File: src/hdl/smx_pkg.sv
package smx_pkg;

   // Storage sizes and derived widths
   localparam int STACK_DEPTH  = 1024;
   localparam int LOCALS_DEPTH = 256;
   localparam int PC_BITS      = 16;
   localparam int DIV_W        = 32;

   localparam int SA_W  = $clog2(STACK_DEPTH);
   localparam int CNT_W = $clog2(STACK_DEPTH + 1);
   localparam int LA_W  = $clog2(LOCALS_DEPTH);
   localparam int LT_W  = $clog2(LOCALS_DEPTH + 1);

   typedef enum logic [4:0] {
      OP_HALT    = 5'd0,
      OP_CONST   = 5'd1,
      OP_ADD     = 5'd2,
      OP_SUB     = 5'd3,
      OP_MUL     = 5'd4,
      OP_DIV     = 5'd5,
      OP_MOD     = 5'd6,
      OP_LT      = 5'd7,
      OP_LE      = 5'd8,
      OP_GT      = 5'd9,
      OP_GE      = 5'd10,
      OP_EQ      = 5'd11,
      OP_NE      = 5'd12,
      OP_CONSTF  = 5'd13,
      OP_DUP     = 5'd14,
      OP_JMP     = 5'd15,
      OP_JMPT    = 5'd16,
      OP_JMPF    = 5'd17,
      OP_LOAD    = 5'd18,
      OP_STORE   = 5'd19,
      OP_PUSHARG = 5'd20,
      OP_CALL    = 5'd21,
      OP_RET     = 5'd22,
      OP_RETVOID = 5'd23,
      OP_POP     = 5'd24,
      OP_PRINT   = 5'd25,
      OP_PRINTF  = 5'd26
   } opcode_type;

   typedef enum logic [2:0] {
      FAULT_NONE      = 3'd0,
      FAULT_OVERFLOW  = 3'd1,
      FAULT_UNDERFLOW = 3'd2,
      FAULT_DIV_ZERO  = 3'd3,
      FAULT_LOCAL     = 3'd4
   } fault_type;

   typedef enum logic [1:0] {
      PRINT_NONE  = 2'd0,
      PRINT_INT   = 2'd1,
      PRINT_FLOAT = 2'd2
   } print_type;

   typedef enum logic [2:0] {
      S_IDLE,
      S_RD1,
      S_RD2,
      S_RD3,
      S_EXEC,
      S_DIV,
      S_WR2
   } state_type;

   // Values popped, values present afterwards, instruction length in words
   typedef struct packed {
      logic [1:0] need;
      logic [1:0] push;
      logic [1:0] len;
   } shape_type;

   function automatic shape_type op_shape(input logic [4:0] op);
      shape_type s;
      s.need = 2'd0;
      s.push = 2'd0;
      s.len  = 2'd1;
      case (op) inside
         OP_CONST, OP_CONSTF, OP_LOAD: begin
            s.push = 2'd1;
            s.len  = 2'd2;
         end
         OP_DUP: begin
            s.need = 2'd1;
            s.push = 2'd2;
         end
         OP_JMP: s.len = 2'd2;
         OP_JMPT, OP_JMPF, OP_STORE: begin
            s.need = 2'd1;
            s.len  = 2'd2;
         end
         OP_PUSHARG, OP_POP, OP_PRINT, OP_PRINTF: s.need = 2'd1;
         OP_CALL: begin
            s.push = 2'd2;
            s.len  = 2'd3;
         end
         OP_RET: begin
            s.need = 2'd3;
            s.push = 2'd1;
         end
         OP_RETVOID: s.need = 2'd2;
         [OP_ADD:OP_NE]: begin
            s.need = 2'd2;
            s.push = 2'd1;
         end
         default: ;
      endcase
      return s;
   endfunction

endpackage

File: src/hdl/smx_div.sv
module smx_div import smx_pkg::*; (
   input  logic             clock,
   input  logic             reset,
   input  logic             start,
   input  logic [DIV_W-1:0] dividend,
   input  logic [DIV_W-1:0] divisor,
   output logic             done,
   output logic [DIV_W-1:0] quotient,
   output logic [DIV_W-1:0] remainder
);

   logic                     busy_ff, busy_in;
   logic                     done_ff, done_in;
   logic [$clog2(DIV_W)-1:0] cnt_ff, cnt_in;
   logic [DIV_W-1:0]         rem_ff, rem_in;
   logic [DIV_W-1:0]         quo_ff, quo_in;
   logic [DIV_W-1:0]         dsr_ff, dsr_in;
   logic [DIV_W:0]           shifted;
   logic [DIV_W:0]           diff;
   logic                     qbit;

   // One restoring step per cycle
   always_comb begin
      shifted = {rem_ff, quo_ff[DIV_W-1]};
      diff    = shifted - {1'b0, dsr_ff};
      qbit    = ~diff[DIV_W];
      busy_in = busy_ff;
      done_in = done_ff;
      cnt_in  = cnt_ff;
      rem_in  = rem_ff;
      quo_in  = quo_ff;
      dsr_in  = dsr_ff;
      if (start) begin
         busy_in = 1'b1;
         done_in = 1'b0;
         cnt_in  = '0;
         rem_in  = '0;
         quo_in  = dividend;
         dsr_in  = divisor;
      end else if (busy_ff) begin
         rem_in = qbit ? diff[DIV_W-1:0] : shifted[DIV_W-1:0];
         quo_in = {quo_ff[DIV_W-2:0], qbit};
         cnt_in = cnt_ff + 1'b1;
         if (cnt_ff == ($clog2(DIV_W))'(DIV_W - 1)) begin
            busy_in = 1'b0;
            done_in = 1'b1;
         end
      end
   end

   always_ff @(posedge clock) begin
      if (reset) begin
         busy_ff <= 1'b0;
         done_ff <= 1'b0;
      end else begin
         busy_ff <= busy_in;
         done_ff <= done_in;
      end
      cnt_ff <= cnt_in;
      rem_ff <= rem_in;
      quo_ff <= quo_in;
      dsr_ff <= dsr_in;
   end

   assign done      = done_ff;
   assign quotient  = quo_ff;
   assign remainder = rem_ff;

endmodule

File: config.mk
export PLATFORM = sky130hd
export DESIGN_NAME = smx_div
export DESIGN_NICKNAME = d
export VERILOG_FILES = /design/src/hdl/smx_pkg.sv /design/src/hdl/smx_div.sv
export SDC_FILE = /design/constraint.sdc
export NUM_CORES = 1
export LEC_CHECK = 0
export ABC_AREA = 1
export BUFFER_PORTS_ARGS = -buffer_cell sky130_fd_sc_hd__buf_2
export CORE_AREA = 2 2 110 112
export CTS_BUF_LIST = sky130_fd_sc_hd__clkbuf_8
export CTS_CLUSTER_DIAMETER = 150
export CTS_CLUSTER_SIZE = 10
export DETAILED_ROUTE_END_ITERATION = 10
export DIE_AREA = 0 0 112 114
export GPL_TIMING_DRIVEN = 0
export PLACE_DENSITY = 0.85
export SETUP_SLACK_MARGIN = 0.3
export SLEW_MARGIN = 40
export SYNTH_ARGS = -nofsm -noshare
export SYNTH_HDL_FRONTEND = slang
export SYNTH_SLANG_ARGS = --single-unit
File: constraint.sdc
create_clock -name clock -period 3.23 [get_ports clock]
set_input_delay 0.4845 -clock clock [delete_from_list [all_inputs] [get_ports clock]]
set_output_delay 0.4845 -clock clock [all_outputs]
set_load 0.05 [all_outputs]
==> results.sh, run 1 <==
export IMPL_leakage_nw=4.55
export IMPL_critical_path_max_stage_delay_ps=430
export IMPL_synthCells=1027
export IMPL_hold_viol=0
export IMPL_ys_seq_elements=103
export IMPL_path_class="register to register"
export IMPL_yosys_warnings=0
export IMPL_fin_setup_tns_ps=0
export IMPL_core_area_um2=11700
export IMPL_synth_edf_count=64
export IMPL_crit_end="remainder[22]"
export IMPL_grt_pass1_vias=6187
export IMPL_crit_top_cell="nand2_1"
export IMPL_maxCapViolations=0
export IMPL_ctsHoldBuffers=0
export IMPL_r2r_start="quotient[31]"
export IMPL_final_util_pct=67.4
export IMPL_synth_area_um2=6860
export IMPL_cts_sinks=103
export IMPL_cp_data_arrival_time_ps=3020
export IMPL_syn_nets=1129
export IMPL_status="finished clean"
export IMPL_setup_violations=0
export IMPL_pwr_share_seq_pct=53.4
export IMPL_layout_min_cycle_time_ps=2730
export IMPL_nNetsFinal=1271
export IMPL_design_portCount=132
export IMPL_routed_via_density=4.96
export IMPL_gr_total_overflow=0
export IMPL_drc=0
export IMPL_ys_async_sr_fraction_pct=0
export IMPL_peakVddDrop_uv=351
export IMPL_h_tree_depth=3
export IMPL_rsz0062_at_grt="no"
export IMPL_worst_slew_pin_slew_ps=881
export IMPL_p_total_mw=2.87
export IMPL_root_buffer="clkbuf_8"
export IMPL_dieHeight_um=114
export IMPL_ys_flop_type="edfxtp_1"
export IMPL_p_switching_mw=0.934
export IMPL_first_pass_iters=5
export IMPL_final_cell_mix="463 x nand2_1, 209 x inv_1, 131 x buf_2, 64 x edfxtp_1, 56 x nand3_1"
export IMPL_critPathRequiredTime_ps=3520
export IMPL_hp_class="primary input to register"
export IMPL_die_area_um2=12800
export IMPL_yosysSeqAreaShare_pct=39.4
export IMPL_antenna_left=0
export IMPL_crit_fanout=10
export IMPL_max_freq_mhz=366
export IMPL_period_share_pct=84.7
export IMPL_initial_core_util_pct=58.5
export IMPL_drive_gt1_share_pct=14.8
export IMPL_startpoint_type="register"
export IMPL_cts_made_buffers=9
export IMPL_crit_path_end_kind="register"
export IMPL_rows=40
export IMPL_avgSynthCellArea_um2=6.68
export IMPL_drt_initial_drc_count=427
export IMPL_grt_first_pass_wirelength_um=29000
export IMPL_clk_latency_ps=390
export IMPL_drv_slew=0
export IMPL_antenna_cells=0
export IMPL_cp_startpoint="quotient[31]"
export IMPL_switching_share_pct=32.6
export IMPL_yosysUniqueCellTypes=36
export IMPL_clkPwrFrac_pct=27.6
export IMPL_cts_setup_buffers=0
export IMPL_dp_hpwl_um=14000
export IMPL_fin_skew_ps=10.5
export IMPL_vias=6546
export IMPL_crit_chain="inv_1 > ha_1 > fa_1 > inv_1 > nand2_1 > nand2_1 > nand3_1 > nand2_1 > nand2_1 > nand2_2 > nand2_4 > nand2_4 > nand2_4 > nand2_4 > buf_6 > nand2_1 > nand3_1 > nand2_1"
export IMPL_routed_wl_um=17800
export IMPL_pwr_share_comb_pct=19.0
export IMPL_ff2ff_path_depth=18
export IMPL_internal_power_mw=1.93
export IMPL_max_slew_margin_pct=41.0
export IMPL_layout_commonest_cell="nand2_1"
export IMPL_rrSetupSlack_ps=500
export IMPL_clkTransAtPathRegs_ps=110
export IMPL_dieWidth_um=112
export IMPL_r2r_end="remainder[22]"
export IMPL_post_cts_resize_count=0
export IMPL_clk_path_buf_depth=2
export IMPL_cp_slowest_cell="fa_1"
export IMPL_gp_congestion=0.950
export IMPL_syn2layout_area_growth_pct=15.1
export IMPL_numPortBuffers=131
export IMPL_grt_start_max_net_pins=36
export IMPL_wire_per_inst_um=13.5
export IMPL_cts_tree="yes"
export IMPL_power_density_nw_per_um2=364
export IMPL_antenna_found_initial=0
export IMPL_track_usage_pct=28.7
-- critical path, delay by kind of cell, from the launching register on --
family,cells,cell delay [ps]
flops,1,380
simple gates,13,1220
fa+ha+maj,2,660
buf+inv,3,360
-- state kept, by name, summed over array words and instances (netlist names) --
| name | flops |
|---|---|
| dsr_ff | 32 |
| remainder | 32 |
| quotient | 32 |
| done | 1 |
| busy_ff | 1 |
| cnt_ff | 5 |
-- synth_stat cells, types with 3 or more instances --
master    number  area share [%]
nand2_1      463              25
inv_1        210              11
edfxtp_1      64              28
nand3_1       56             4.1
nor2_1        45             2.5
dfxtp_1       39              11
ha_1          34             6.2
a21oi_1       19             1.4
nor3_1        14             1.0
clkbuf_1      12            0.66
xnor2_1       12             1.5
nand4_1        6            0.55
o21ai_0        6            0.44
and2_1         5            0.46
buf_6          5            0.82
nand2_4        5            0.82
inv_2          4            0.22
nand2_2        3            0.27
nor2_2         3            0.27
xor2_1         3            0.38
-- power groups by stage --
stage | registers [mW] | clock network [mW] | logic [mW]
2_1_floorplan | 1.70 | 0 | 0.230
3_5_place_dp | 1.56 | 0 | 0.542
5_1_grt | 1.54 | 0.853 | 0.596
3_3_place_gp | 1.56 | 0 | 0.528
6_report | 1.53 | 0.793 | 0.545
4_1_cts | 1.53 | 0.804 | 0.544
-- final cells by class --
type / count / area (um^2)
flip-flops and latches: 103 / 2700
clock buffers: 9 / 124
clock inverters: 7 / 66.3
plain buffers: 18 / 106
fillers: 1078 / 3820
well taps: 147 / 184
inverters: 214 / 803
repair buffers: 131 / 658
multi-input cells: 692 / 3240
-- layer usage --
layer / share of wire, % / up-vias / global-route usage, %
met2: 46 / 253 / 48.2
met1: 43 / 2892 / 36.9
met5: 0 / - / 0
met4: 2.1 / 0 / 10.7
li1: - / 3377 / -
met3: 8.5 / 24 / 6.16
-- stage by stage --
stage / hold slack [ps] / area [um^2] / worst slack (ps) / cells
floorplan: 462 / 6860 / 593 / 1027
global placement: 473 / 7700 / 267 / 1305
detailed placement: 478 / 7700 / 514 / 1305
CTS: 243 / 7890 / 499 / 1321
global route: 244 / 7890 / 308 / 1321
finish: 259 / 7890 / 496 / 1321
-- how the worst min path moves through the flow --
stage	from	end	slack (ps)	cells after the start
6_report	divisor[1]	dsr_ff[1]	260	1
5_1_grt	divisor[0]	dsr_ff[0]	240	1
4_1_cts	reset	busy_ff	240	2
3_5_place_dp	remainder[0]	remainder[0]	480	2
3_3_place_gp	remainder[12]	remainder[12]	470	2
2_1_floorplan	cnt_ff[4]	cnt_ff[4]	460	1
-- logic make-up (layout without fill, tap and decap cells) --
kind of cell             Yosys count  count (layout)  share of synthesized area [%]
AND/OR/NAND/NOR                  608             608                           36.1
flip-flops                       103             103                           39.4
AO/OA/AOI/OAI                     34              34                           2.76
buffers and inverters            232             379                           13.3
XOR/XNOR                          15              15                           1.92
adder cells (fa/ha/maj)           35              35                           6.50
Power figures use the tool's default switching activity.
==> inputs of run 2 (changes only) <==
Settings changed: ABC_AREA 1 to 0, CORE_AREA 2 2 110 112 to 2 2 105 107, DIE_AREA 0 0 112 114 to 0 0 107 109, PLACE_DENSITY 0.85 to 0.81.
Clock period 3.23 ns to 2.55 ns, I/O delays scaled along.
==> run 2 against run 1 <==
Effect of this change:
- the run now ends with setup timing left
- via count decreased by 25%
- register-to-register slack got worse by 1000 ps
- sequential power increased by 33%
- power increased by 62%
- first-iteration DRC count decreased by 40%
- critical path depth decreased by 5
- synthesized cell count decreased by 46%
- worst setup slack got worse by 1000 ps
- clock skew increased by 10 ps
- highest routed layer unchanged
==> results.sh, run 2 <==
export IMPL_cts_made_buffers=9
export IMPL_clk_path_buf_depth=2
export IMPL_grt_start_max_net_pins=35
export IMPL_violations="setup timing"
export IMPL_cp_data_arrival_time_ps=3350
export IMPL_path_class="register to register"
export IMPL_drt_initial_drc_count=257
export IMPL_pre_cts_slack_ps=-718
export IMPL_synthCells=550
export IMPL_layout_min_cycle_time_ps=3090
export IMPL_antenna_found_initial=0
export IMPL_first_pass_iters=5
export IMPL_ff2ff_path_depth=13
export IMPL_antenna_cells=0
export IMPL_grt_pass1_vias=4858
export IMPL_synth_area_um2=5780
export IMPL_clk_latency_ps=410
export IMPL_power_density_nw_per_um2=645
export IMPL_dp_hpwl_um=10400
export IMPL_cts_tree="yes"
export IMPL_dpl_cell_area_um2=6620
export IMPL_fin_skew_ps=20.7
export IMPL_numPortBuffers=131
export IMPL_synth_top_area_share_pct=33.2
export IMPL_ys_async_sr_fraction_pct=0
export IMPL_drive_gt1_share_pct=33.4
export IMPL_synth_edf_count=64
export IMPL_syn2layout_area_growth_pct=24.7
export IMPL_synth_most_common_cell="edfxtp_1"
export IMPL_r2r_end="remainder[10]"
export IMPL_antenna_left=0
export IMPL_r2r_start="dsr_ff[0]"
export IMPL_dieWidth_um=107
export IMPL_critPathRequiredTime_ps=2810
export IMPL_rsz0062_at_grt="yes"
export IMPL_gr_total_overflow=0
export IMPL_hold_end="dsr_ff[4]"
export IMPL_vias=4890
export IMPL_yosysSeqAreaShare_pct=46.8
export IMPL_max_slew_margin_pct=54.7
export IMPL_cts_sinks=103
export IMPL_gp_congestion=0.981
export IMPL_p_total_mw=4.65
export IMPL_yosys_area_top_type="edfxtp_1"
export IMPL_initial_core_util_pct=54.5
export IMPL_startpoint_type="register"
export IMPL_rrSetupSlack_ps=-540
export IMPL_drv_slew=0
export IMPL_drc=0
export IMPL_status="finished, violations left"
export IMPL_synthTopCellsByCount="64 x edfxtp_1, 43 x a21oi_1, 43 x nor2_1, 41 x inv_1, 39 x dfxtp_1"
export IMPL_routed_wl_um=14800
export IMPL_setup_violations=33
export IMPL_avgSynthCellArea_um2=10.5
export IMPL_crit_fanout=10
export IMPL_hold_depth=1
export IMPL_synth_area_leaders="edfxtp_1 33%, dfxtp_1 14%, ha_1 7.4%"
export IMPL_dieHeight_um=109
export IMPL_max_freq_mhz=324
export IMPL_layout_commonest_cell="buf_2"
export IMPL_final_cell_mix="130 x buf_2, 64 x edfxtp_1, 43 x nor2_1, 40 x a21oi_1"
export IMPL_crit_path_end_kind="register"
export IMPL_syn_nets=652
export IMPL_ys_flop_type="edfxtp_1"
export IMPL_leakage_nw=3.23
export IMPL_peakVddDrop_uv=593
export IMPL_die_area_um2=11700
export IMPL_yosys_warnings=0
export IMPL_fin_ws_ps=-538
export IMPL_period_share_pct=121
export IMPL_yosysUniqueCellTypes=57
export IMPL_hp_class="primary input to register"
export IMPL_track_usage_pct=25.4
export IMPL_ctsHoldBuffers=0
export IMPL_core_area_um2=10600
export IMPL_min_from="divisor[4]"
export IMPL_rows=38
export IMPL_nNetsFinal=810
export IMPL_worst_slew_pin_slew_ps=679
export IMPL_final_area_um2=7210
export IMPL_routed_via_density=5.73
export IMPL_root_buffer="clkbuf_8"
export IMPL_h_tree_depth=3
export IMPL_ys_seq_elements=103
export IMPL_hold_viol=0
export IMPL_grt_first_pass_wirelength_um=23000
export IMPL_wire_per_inst_um=17.4
export IMPL_design_portCount=132
export IMPL_maxCapViolations=0
export IMPL_clkTransAtPathRegs_ps=120
run 2: changes by cell type in the layout (fill, tap and decap cells not counted), sizes merged, moves of 15 or more:
cell,before,now
mux2i,0,26
a211oi,1,18
nand3,57,1
mux2,0,32
buf,137,152
nand2,471,38
inv,216,45
a21oi,20,44
o21ai,8,29
run 2: logic make-up after synthesis:
| logic type | after synthesis | synth area share, % |
|---|---|---|
| XOR/XNOR | 34 | 5.15 |
| AND/OR/NAND/NOR | 121 | 9.85 |
| AO/OA/AOI/OAI | 136 | 15.4 |
| flip-flops | 103 | 46.8 |
| adder cells (fa/ha/maj) | 35 | 7.71 |
| multiplexers | 58 | 10.8 |
| buffers and inverters | 63 | 4.37 |
run 2: metal layers:
metal	part of all wire, %	track usage, %	vias up	routed length [um]
met2	49	43.6	229	7220
met5	0	0	-	0
li1	-	-	2323	-
met1	40	29.8	2294	5950
met4	3.3	10.6	0	492
met3	7.9	7.41	44	1180
run 2: worst max path at each step:
stage | start | end
floorplan | quotient[31] | remainder[0]
global placement | start | quotient[2]
detailed placement | quotient[31] | remainder[28]
CTS | dsr_ff[0] | remainder[15]
global route | dsr_ff[0] | remainder[10]
finish | dsr_ff[0] | remainder[10]
run 2: layout make-up:
type / count / area [um^2]
Clock inverter: 7 / 75.1
Inverter: 41 / 156
Multi-Input combinational cell: 384 / 3010
Clock buffer: 9 / 124
Buffer: 22 / 140
Tap cell: 140 / 175
Sequential cell: 103 / 2700
Timing Repair Buffer: 147 / 825
Fill cell: 773 / 3390
run 2: worst max-delay path: stages, from the launching register on:
cell and delay [ps]:
edfxtp_1 400, ha_2 210, fa_2 340, nand2b_4 160
a21o_1 200, a21oi_4 180, nor4_4 80, o41ai_4 290
buf_4 180, a311o_1 220, buf_6 180, buf_12 160
mux2i_2 240, a211oi_2 100
run 2: per-stage QoR:
step,util [%],TNS [ps],hold WS [ps],cells
after floorplan,-,-23790,455,550
after CTS,65.6,-13730,124,844
after detailed placement,62.5,-39700,485,821
final,68.0,-14850,140,853
after global routing,68.0,-18580,124,853
after global placement,62.5,-45180,477,821
run 2: power by group:
part           switching (mW)  leakage, nW  internal [mW]
sequential             0.0978        0.955           1.93
combinational           0.989         2.17          0.587
clock                   0.659        0.103          0.387
run 2: timing repair:
action                     CTS  global route
gates resized for setup     16            36
pin swaps                    6            11
setup endpoints to repair   65            65
gates cloned                 0             3
setup buffers                7             6
